File: src/rtl/swfc_pkg.sv
package swfc_pkg;

  // crc8 parameters for the word check
  localparam logic [7:0] CRC_POLY = 8'h31;
  localparam logic [7:0] CRC_INIT = 8'hFF;

  // positions inside a six-byte reply
  localparam logic [2:0] POS_HI0  = 3'd0;
  localparam logic [2:0] POS_LO0  = 3'd1;
  localparam logic [2:0] POS_CRC0 = 3'd2;
  localparam logic [2:0] POS_HI1  = 3'd3;
  localparam logic [2:0] POS_LO1  = 3'd4;
  localparam logic [2:0] POS_CRC1 = 3'd5;

  typedef struct packed {
    logic [7:0] data_byte;
    logic       frame_start;
  } rx_item_t;

  typedef struct packed {
    logic [15:0] co2_ppm;
    logic [15:0] voc_word;
    logic        status;
  } result_t;

  // result of one frame step, handed to the result register
  typedef struct packed {
    logic    hit;
    result_t data;
  } frame_res_t;

  // one byte of crc8, msb first, all eight shifts unrolled
  function automatic logic [7:0] crc8_update(input logic [7:0] crc, input logic [7:0] b);
    logic [7:0] c;
    c = crc ^ b;
    for (int k = 0; k < 8; k++) begin
      if (c[7]) begin
        c = {c[6:0], 1'b0} ^ CRC_POLY;
      end else begin
        c = {c[6:0], 1'b0};
      end
    end
    return c;
  endfunction

endpackage

File: src/rtl/sensor_word_frame_crc_check.sv
// Checks a six-byte sensor reply taken one byte per request: two words, each a
// high byte, a low byte and a crc8 byte (polynomial 0x31, init 0xFF, msb first,
// restarted per word). frame_start forces the byte to be byte zero and drops a
// partial frame; otherwise the position wraps after six bytes. On the sixth
// byte one result is sent with both words and status 1 if either crc failed.
// A byte is taken every cycle: the eight-shift crc update is unrolled between
// the input register and the result register, which the last byte passes in
// that order to reach result_valid. The block stalls only while a result waits.
module sensor_word_frame_crc_check (
  input  logic               clk,
  input  logic               rst,
  input  logic               rx_valid,
  output logic               rx_stall,
  input  swfc_pkg::rx_item_t rx_item,
  output logic               result_valid,
  input  logic               result_stall,
  output swfc_pkg::result_t  result
);

  logic                 advance;
  logic                 hold_valid;
  swfc_pkg::rx_item_t   hold_item;
  logic                 fire;
  swfc_pkg::frame_res_t res;

  assign fire = hold_valid && advance;

  // input register
  swfc_in_stage u_in (
    .clk        (clk),
    .rst        (rst),
    .rx_valid   (rx_valid),
    .rx_stall   (rx_stall),
    .rx_item    (rx_item),
    .advance    (advance),
    .hold_valid (hold_valid),
    .hold_item  (hold_item)
  );

  // frame position, crc and word capture
  swfc_frame u_frame (
    .clk  (clk),
    .rst  (rst),
    .fire (fire),
    .item (hold_item),
    .res  (res)
  );

  // result register
  swfc_out_stage u_out (
    .clk          (clk),
    .rst          (rst),
    .res          (res),
    .load_ready   (advance),
    .result_valid (result_valid),
    .result_stall (result_stall),
    .result       (result)
  );

  // a new result only follows a processed byte
  a_result_from_fire: assert property (@(posedge clk) disable iff (rst)
    $rose(result_valid) |-> $past(fire))
    else $error("result appeared without a processed byte");

  // a held byte is not lost while the result side is blocked
  a_hold_kept: assert property (@(posedge clk) disable iff (rst)
    hold_valid && !advance |=> hold_valid && $stable(hold_item))
    else $error("held byte dropped while blocked");

  // a frame result is only raised for a processed byte
  a_hit_needs_fire: assert property (@(posedge clk) disable iff (rst)
    res.hit |-> hold_valid && advance)
    else $error("frame result without a processed byte");

  // after reset no result is pending
  a_reset_empty: assert property (@(posedge clk)
    rst |=> !result_valid && !hold_valid)
    else $error("pipeline not empty after reset");

endmodule

File: src/rtl/swfc_in_stage.sv
module swfc_in_stage (
  input  logic               clk,
  input  logic               rst,
  input  logic               rx_valid,
  output logic               rx_stall,
  input  swfc_pkg::rx_item_t rx_item,
  input  logic               advance,
  output logic               hold_valid,
  output swfc_pkg::rx_item_t hold_item
);

  logic rx_accept;

  // hold the request until the frame logic takes it
  assign rx_stall  = hold_valid && !advance;
  assign rx_accept = rx_valid && !rx_stall;

  always_ff @(posedge clk) begin
    if (rst) begin
      hold_valid <= 1'b0;
    end else begin
      hold_valid <= rx_accept || (hold_valid && !advance);
    end
  end

  // payload register
  always_ff @(posedge clk) begin
    if (rx_accept) begin
      hold_item <= rx_item;
    end
  end

endmodule

File: src/rtl/swfc_frame.sv
module swfc_frame (
  input  logic                 clk,
  input  logic                 rst,
  input  logic                 fire,
  input  swfc_pkg::rx_item_t   item,
  output swfc_pkg::frame_res_t res
);

  logic [2:0]  byte_position, byte_position_next;
  logic [7:0]  running_crc, running_crc_next;
  logic [15:0] first_word, first_word_next;
  logic [7:0]  second_high_byte, second_high_byte_next;
  logic [7:0]  second_low_byte, second_low_byte_next;
  logic        crc_fail_seen, crc_fail_seen_next;
  logic [2:0]  pos;
  logic [7:0]  b;
  logic        crc_bad;

  assign b       = item.data_byte;
  assign crc_bad = running_crc != b;

  // frame start or an unreachable position opens a new frame
  always_comb begin
    if (item.frame_start || byte_position > swfc_pkg::POS_CRC1) begin
      pos = swfc_pkg::POS_HI0;
    end else begin
      pos = byte_position;
    end
  end

  // per-byte update of the frame state
  always_comb begin
    byte_position_next    = pos + 3'd1;
    running_crc_next      = running_crc;
    first_word_next       = first_word;
    second_high_byte_next = second_high_byte;
    second_low_byte_next  = second_low_byte;
    crc_fail_seen_next    = crc_fail_seen;
    unique case (pos) inside
      swfc_pkg::POS_HI0: begin
        crc_fail_seen_next = 1'b0;
        running_crc_next   = swfc_pkg::crc8_update(swfc_pkg::CRC_INIT, b);
        first_word_next    = {b, 8'h00};
      end
      swfc_pkg::POS_LO0: begin
        running_crc_next = swfc_pkg::crc8_update(running_crc, b);
        first_word_next  = {first_word[15:8], b};
      end
      swfc_pkg::POS_CRC0, swfc_pkg::POS_CRC1: begin
        crc_fail_seen_next = crc_fail_seen || crc_bad;
        running_crc_next   = swfc_pkg::CRC_INIT;
      end
      swfc_pkg::POS_HI1: begin
        running_crc_next      = swfc_pkg::crc8_update(swfc_pkg::CRC_INIT, b);
        second_high_byte_next = b;
      end
      default: begin
        running_crc_next     = swfc_pkg::crc8_update(running_crc, b);
        second_low_byte_next = b;
      end
    endcase
    if (pos == swfc_pkg::POS_CRC1) begin
      byte_position_next = swfc_pkg::POS_HI0;
    end
  end

  // result on the last crc byte of the frame
  always_comb begin
    res.hit           = fire && (pos == swfc_pkg::POS_CRC1);
    res.data.co2_ppm  = first_word;
    res.data.voc_word = {second_high_byte, second_low_byte};
    res.data.status   = crc_fail_seen || crc_bad;
  end

  always_ff @(posedge clk) begin
    if (rst) begin
      byte_position    <= swfc_pkg::POS_HI0;
      running_crc      <= swfc_pkg::CRC_INIT;
      first_word       <= '0;
      second_high_byte <= '0;
      second_low_byte  <= '0;
      crc_fail_seen    <= 1'b0;
    end else if (fire) begin
      byte_position    <= byte_position_next;
      running_crc      <= running_crc_next;
      first_word       <= first_word_next;
      second_high_byte <= second_high_byte_next;
      second_low_byte  <= second_low_byte_next;
      crc_fail_seen    <= crc_fail_seen_next;
    end
  end

endmodule

File: src/rtl/swfc_out_stage.sv
module swfc_out_stage (
  input  logic                 clk,
  input  logic                 rst,
  input  swfc_pkg::frame_res_t res,
  output logic                 load_ready,
  output logic                 result_valid,
  input  logic                 result_stall,
  output swfc_pkg::result_t    result
);

  // free, or being emptied this cycle
  assign load_ready = !result_valid || !result_stall;

  always_ff @(posedge clk) begin
    if (rst) begin
      result_valid <= 1'b0;
    end else if (load_ready) begin
      result_valid <= res.hit;
    end
  end

  // payload register
  always_ff @(posedge clk) begin
    if (load_ready && res.hit) begin
      result <= res.data;
    end
  end

endmodule

File: config.mk
export PLATFORM = sky130hd
export DESIGN_NAME = sensor_word_frame_crc_check
export DESIGN_NICKNAME = d
export VERILOG_FILES = /design/src/rtl/swfc_pkg.sv /design/src/rtl/sensor_word_frame_crc_check.sv /design/src/rtl/swfc_in_stage.sv /design/src/rtl/swfc_frame.sv /design/src/rtl/swfc_out_stage.sv
export SDC_FILE = /design/constraint.sdc
export NUM_CORES = 1
export LEC_CHECK = 0
export ABC_AREA = 1
export BUFFER_PORTS_ARGS = -buffer_cell sky130_fd_sc_hd__buf_2
export CAP_MARGIN = 40
export CORE_MARGIN = 1.5
export CORE_UTILIZATION = 40
export DETAILED_ROUTE_END_ITERATION = 8
export GPL_ROUTABILITY_DRIVEN = 1
export SLEW_MARGIN = 10
export SYNTH_ARGS = -nofsm -noshare
export SYNTH_HDL_FRONTEND = slang
export SYNTH_SLANG_ARGS = --single-unit
export TNS_END_PERCENT = 30
File: constraint.sdc
create_clock -name clk -period 4.5 [get_ports clk]
set_input_delay 0 -clock clk [delete_from_list [all_inputs] [get_ports clk]]
set_output_delay 0 -clock clk [all_outputs]
set_load 0.01 [all_outputs]
# Word-level counts from Yosys, hierarchy flattened
# Index checks and enable logic that the tools add are counted.
# W data, S select, Z words.
[totals]
out_inout_bits = 35
wordCells = 141
input_bits = 13
ff_bits = 88
[classes]
n_eq_ne = 5
muxes = 63
n_addsub = 1
magnitude_cmp = 1
n_reduce_logical = 23
n_bitwise = 34
[ops]
columns = ["operator", "n"]
rows = [
  ["$mux W8", 28],
  ["$mux W6", 30],
  ["$not A3 Y3", 30],
  ["$pmux W16 S2", 1],
  ["$pmux W8 S4", 1],
  ["$ne A8 B8 Y1", 1],
  ["$not A8 Y8", 1],
  ["$reduce_and A2 Y1", 4],
  ["$xor A8 B8 Y8", 1],
  ["$eq A3 B2 Y1 const B", 2],
  ["$mux W3", 2],
  ["$logic_and A1 B1 Y1", 5],
  ["$reduce_or A5 Y1", 1],
  ["$logic_not A1 Y1", 4],
  ["$logic_or A1 B1 Y1", 4],
  ["$reduce_bool A2 Y1", 2],
  ["$add A3 B1 Y3 const B", 1],
  ["$eq A3 B1 Y1 const B", 1],
  ["$eq A3 B3 Y1 const B", 1],
  ["$gt A3 B3 Y1 const B", 1],
  ["$logic_not A3 Y1", 1],
  ["$reduce_and A3 Y1", 1],
  ["$not A1 Y1", 2],
  ["$pmux W1 S2", 1],
  ["$reduce_or A2 Y1", 1],
]

# Logic depth before layout (Yosys ltp)
[logic_depth]
ltp_word = 27
mapped_depth = 14
mapped_depth_nobuf = 13

# Hierarchy
# Synthesis repeated with hierarchy kept, for this count alone.
[unflattened]
cells_unflattened = 410
area_unflattened_um2 = 3786.1
[by_module_without_submodules]
columns = ["mod", "instances", "cells_each", "seq_area_each_um2", "area_per_inst_um2"]
rows = [
  ["swfc_frame", 1, 354, 880.8, 2427.3],
  ["swfc_out_stage", 1, 38, 1011.0, 1034.7],
  ["swfc_in_stage", 1, 16, 290.3, 316.6],
  ["sensor_word_frame_crc_check", 1, 2, 0.0, 7.5],
]

# Least setup slack after synthesis
# Ideal clock, no wire load.
[synth_timing]
kind = "reg-to-reg"
startpoint = "register u_in.hold_item[0] (netlist name)"
endpoint = "register u_out.result[0] (netlist name)"
path_slack_ns = 2.000
n_path_buf = 0
arrival_ns = 2.074
path_stages_with_launch = 4
required_ns = 4.074
path_cell_list = "edfxtp_1 > inv_1 > nand4_1 > nor2_1"
[synth_between]
elab_chain_cells = 5
[synth_rtl]
columns = ["item", "line", "source"]
rows = [
  ["$logic_or A1 B1 Y1", "swfc_frame.sv:24", "if (item.frame_start || byte_position > swfc_pkg::POS_CRC1) begin"],
  ["$mux W3", "swfc_frame.sv:24", ""],
  ["$eq A3 B3 Y1", "swfc_frame.sv:69", "res.hit = fire && (pos == swfc_pkg::POS_CRC1);"],
  ["$logic_and A1 B1 Y1", "swfc_frame.sv:69", ""],
  ["$logic_and A1 B1 Y1", "swfc_out_stage.sv:24", "if (load_ready && res.hit) begin"],
]
# No other way between the ends.
# A chain may end at the register's enable or synchronous reset.

# Final worst setup path
[layout_timing]
startpoint = "register u_in.hold_item[0] (netlist name)"
endpoint = "register u_frame.running_crc[5]"
[layout_between]
elab_chain_cells = 5
word_cells_on_any_way = 9
classes_between = "4 x eq/ne; 2 x mux; 3 x reduce/logical"
[layout_rtl]
columns = ["item", "line", "source"]
rows = [
  ["$logic_or A1 B1 Y1 (*)", "swfc_frame.sv:24", ""],
  ["$mux W3 (*)", "swfc_frame.sv:24", ""],
  ["$eq A3 B3 Y1 (no line) or $eq A3 B2 Y1 (tied branches)", "n/a", ""],
  ["$reduce_or A2 Y1", "swfc_frame.sv:39", "unique case (pos) inside"],
  ["$pmux W8 S4 (*)", "swfc_frame.sv:39", ""],
  ["end signal, assigned", "swfc_frame.sv:78", "running_crc <= swfc_pkg::CRC_INIT;"],
  ["end signal, assigned", "swfc_frame.sv:85", "running_crc <= running_crc_next;"],
  ["end, declared", "swfc_frame.sv:10", "logic [7:0] running_crc, running_crc_next;"],
]
# Mark *: on every way between the ends. The rest lies on a longest branch, timed or not.

==> out/metrics.csv <==
metric;value;unit
status;complete, no violations;
worst-setup-path-type;flip-flop to flip-flop;
port_buffers;47;
number_of_distinct_standard_cells_referenced_by_the_synthesized_netlist;32;
synth_area_per_cell;8.90;µm²
post-cts-setup-buffer-count;0;
antennaDiodeCount;0;
place_congestion;0.890;
detail-route-antenna-nets;0;
initial_core_util;0.410;
syn_area;3760;µm²
h-tree-depth;3;
cts-hold-fix-buffers;10;
worstMarginPinSlew;0.631;ns
timing.setup.tns;0;ns
fillerInstances;851;
insertion_delay_of_the_later_clocked_pin_in_the_worst_skew_pair;0.35;ns
flow.area_growth_from_synthesis;16.1;%
design_area;4360;µm²
required;4.75;ns
global_route.overflow_total;0;
timing.critical_path.buf_inv;3;
share_of_layout_cells_above_drive_strength_1;0.161;
initialDrtViolationCount;127;
seq_area_frac_synth;0.581;
mostFrequentLayoutCell;sky130_fd_sc_hd__nand2_1;
drcViolationCount;0;
syn_nets;436;
routed_wl;8140;µm
worst_path_max_delay_cell;sky130_fd_sc_hd__edfxtp_1;
timing.critical_path.arrival;2.27;ns
vdd_drop_max;0.169;mV
core_area;9150;µm²
tritoncts;built;
routedWlPerCell;13.8;µm
detailedRoute.firstPassIterationCount;5;
ys_ff_latch;88;
detailed_place_hpwl;5550;µm
min_path_type;primary input to flip-flop;
clkTransAtPathRegs;0.09;ns
rsz0062_at_grt;false;
slew_headroom;0.579;
syn-instance-count;422;
numCtsBuffers;9;
hold_violations;0;
avgViaCountPerCell;4.93;
fmax;0.496;GHz
grt_antenna_before_repair;0;
cp_slowest_stage_delay;0.43;ns
grt_max_degree;36;
startpoint_type;flip-flop;
cts-root-to-sink-buffers;2;
final_period_minus_worst_setup_slack;2.02;ns
path_cells;a21oi_4 -> nand2_1 -> nor2_1 -> ha_1 -> inv_1 -> nand2_4 -> nand2_1 -> inv_1 -> nand3_1 -> nand2_1 -> inv_1 -> nand2_1 -> nand2_1;
critical_path.max_fanout;10;
cts.sink_count;88;
total_grt_usage;0.175;
via_count;2911;
dieHeight;99.9;µm
final_net_count;488;
setup_viol;0;
number_of_pins_with_negative_max_slew_slack_in_the_final_report;0;
rows;35;
cp-end-kind;flip-flop;
p_per_area;381;nW/µm²
synth-warning-count;0;
path_common_cell;sky130_fd_sc_hd__nand2_1;
grt_pass1_wl;13400;µm
dpl-instance-area;4060;µm²
cts_repair_resize_count;0;
die_area;9980;µm²
power.static_leakage;1.83;nW
finalClockSkew;0.00829;ns
layout_common_cells;sky130_fd_sc_hd__nand2_1, sky130_fd_sc_hd__buf_2, sky130_fd_sc_hd__dfxtp_1;
die_w;99.9;µm
io_pins;48;
max-cap-violations;0;
root_buffer;sky130_fd_sc_hd__clkbuf_8;
number_of_global_route_vias_before_repair;2863;
critical-path-top-delay-family;simple AND/OR/NAND/NOR gates;
timing.final.crit_share;0.448;
[per-stage QoR]
| stage | std cells | hold slack [ns] | util | setup slack, ns | power (mW) |
|---|---|---|---|---|---|
| 6_report | 590 | 0.0148 | 0.477 | 2.48 | 1.66 |
| 5_1_grt | 590 | 0.0378 | 0.477 | 2.29 | 1.74 |
| 4_1_cts | 590 | 0.00203 | 0.477 | 2.49 | 1.68 |
| 3_5_place_dp | 564 | 0.178 | 0.444 | 2.51 | 1.12 |
| 3_3_place_gp | 564 | 0.177 | 0.444 | 2.58 | 1.11 |
| 2_1_floorplan | 422 | 0.0989 | - | 2.00 | 1.07 |
[path summary, 6_finish.rpt]
kind / from / end / slack [ns] / cells after the start
hold / removal: result_stall / u_out.result_valid$_SDFFE_PP0N_ / 0.01 / 3
hold reg to reg: u_frame.first_word[8]$_SDFFE_PP0P_ / u_out.result[25]$_DFFE_PP_ / 0.43 / 0
setup / recovery: u_in.hold_item[0]$_DFFE_PP_ / u_frame.running_crc[5]$_SDFFE_PP1P_ / 2.48 / 13
setup reg to reg: u_in.hold_item[0]$_DFFE_PP_ / u_frame.running_crc[5]$_SDFFE_PP1P_ / 2.48 / 13
[synthesized netlist by cell type]
library cell | n | area share
sky130_fd_sc_hd__nand2_1 | 146 | 0.15
sky130_fd_sc_hd__dfxtp_1 | 46 | 0.25
sky130_fd_sc_hd__edfxtp_1 | 42 | 0.34
sky130_fd_sc_hd__a21oi_1 | 36 | 0.048
sky130_fd_sc_hd__nand3_1 | 31 | 0.041
sky130_fd_sc_hd__inv_1 | 28 | 0.028
sky130_fd_sc_hd__nor2_1 | 20 | 0.020
sky130_fd_sc_hd__o21ai_0 | 14 | 0.019
sky130_fd_sc_hd__buf_2 | 8 | 0.011
sky130_fd_sc_hd__xnor2_1 | 8 | 0.019
sky130_fd_sc_hd__xor2_1 | 8 | 0.019
sky130_fd_sc_hd__clkbuf_1 | 7 | 0.0070
sky130_fd_sc_hd__nand2_2 | 4 | 0.0067
sky130_fd_sc_hd__nand4_1 | 3 | 0.0050
sky130_fd_sc_hd__a31oi_1 | 2 | 0.0033
sky130_fd_sc_hd__nand3b_1 | 2 | 0.0040
sky130_fd_sc_hd__nor2_4 | 2 | 0.0060
sky130_fd_sc_hd__a211oi_1 | 1 | 0.0020
sky130_fd_sc_hd__a21oi_4 | 1 | 0.0043
sky130_fd_sc_hd__buf_4 | 1 | 0.0020
sky130_fd_sc_hd__clkbuf_2 | 1 | 0.0013
sky130_fd_sc_hd__clkinv_4 | 1 | 0.0023
sky130_fd_sc_hd__ha_1 | 1 | 0.0033
sky130_fd_sc_hd__inv_2 | 1 | 0.0010
sky130_fd_sc_hd__nand2_4 | 1 | 0.0030
sky130_fd_sc_hd__nand3_4 | 1 | 0.0047
sky130_fd_sc_hd__nor2_2 | 1 | 0.0017
sky130_fd_sc_hd__nor2_8 | 1 | 0.0053
sky130_fd_sc_hd__nor3_1 | 1 | 0.0013
sky130_fd_sc_hd__nor4_1 | 1 | 0.0017
sky130_fd_sc_hd__o21a_1 | 1 | 0.0020
sky130_fd_sc_hd__o21ai_1 | 1 | 0.0013
[final cells by class]
cell class / count / area, µm² / share of cell area
multi-input combinational: 287 / 1380 / 0.316
sequential: 88 / 2180 / 0.500
clock buffer: 9 / 124 / 0.0284
tap: 111 / 139 / 0.0318
clock inverter: 7 / 76.3 / 0.0175
inverter: 30 / 118 / 0.0270
timing repair buffer: 58 / 343 / 0.0786
[tightest hold or removal path, cell delays in order]
cell and delay, ns:
sky130_fd_sc_hd__buf_2 0.10, sky130_fd_sc_hd__nand2_1 0.13, sky130_fd_sc_hd__a21oi_1 0.08
[state kept, by name (all words and copies together) (netlist names)]
name / cells
u_frame.second_high_byte: 8
u_in.hold_item: 9
u_frame.crc_fail_seen: 1
u_frame.first_word: 16
u_in.hold_valid: 1
u_frame.byte_position: 3
u_out.result: 33
u_frame.second_low_byte: 8
u_frame.running_crc: 8
u_out.result_valid: 1
[per-layer routing]
layer	wire length, µm	GRT usage
met1	3660	0.216
met2	3810	0.287
met3	460	0.0397
met4	207	0.0899
met5	0	0
[power by group]
group / switching, mW / leakage [nW] / internal [mW]
logic: 0.135 / 0.932 / 0.0786
clock network: 0.294 / 0.104 / 0.263
registers: 0.0356 / 0.793 / 0.858
[kinds of logic after synthesis]
| kind of cell | count (synthesis) | synth area share |
|---|---|---|
| AOI/OAI and AO/OA | 56 | 0.0796 |
| xor gates and xnor gates | 16 | 0.0373 |
| adders and majority gates | 1 | 0.00333 |
| buffers and inverters | 47 | 0.0523 |
| DFF | 88 | 0.581 |
| and+or+nand+nor | 214 | 0.247 |
Power figures use the tool's default switching activity.
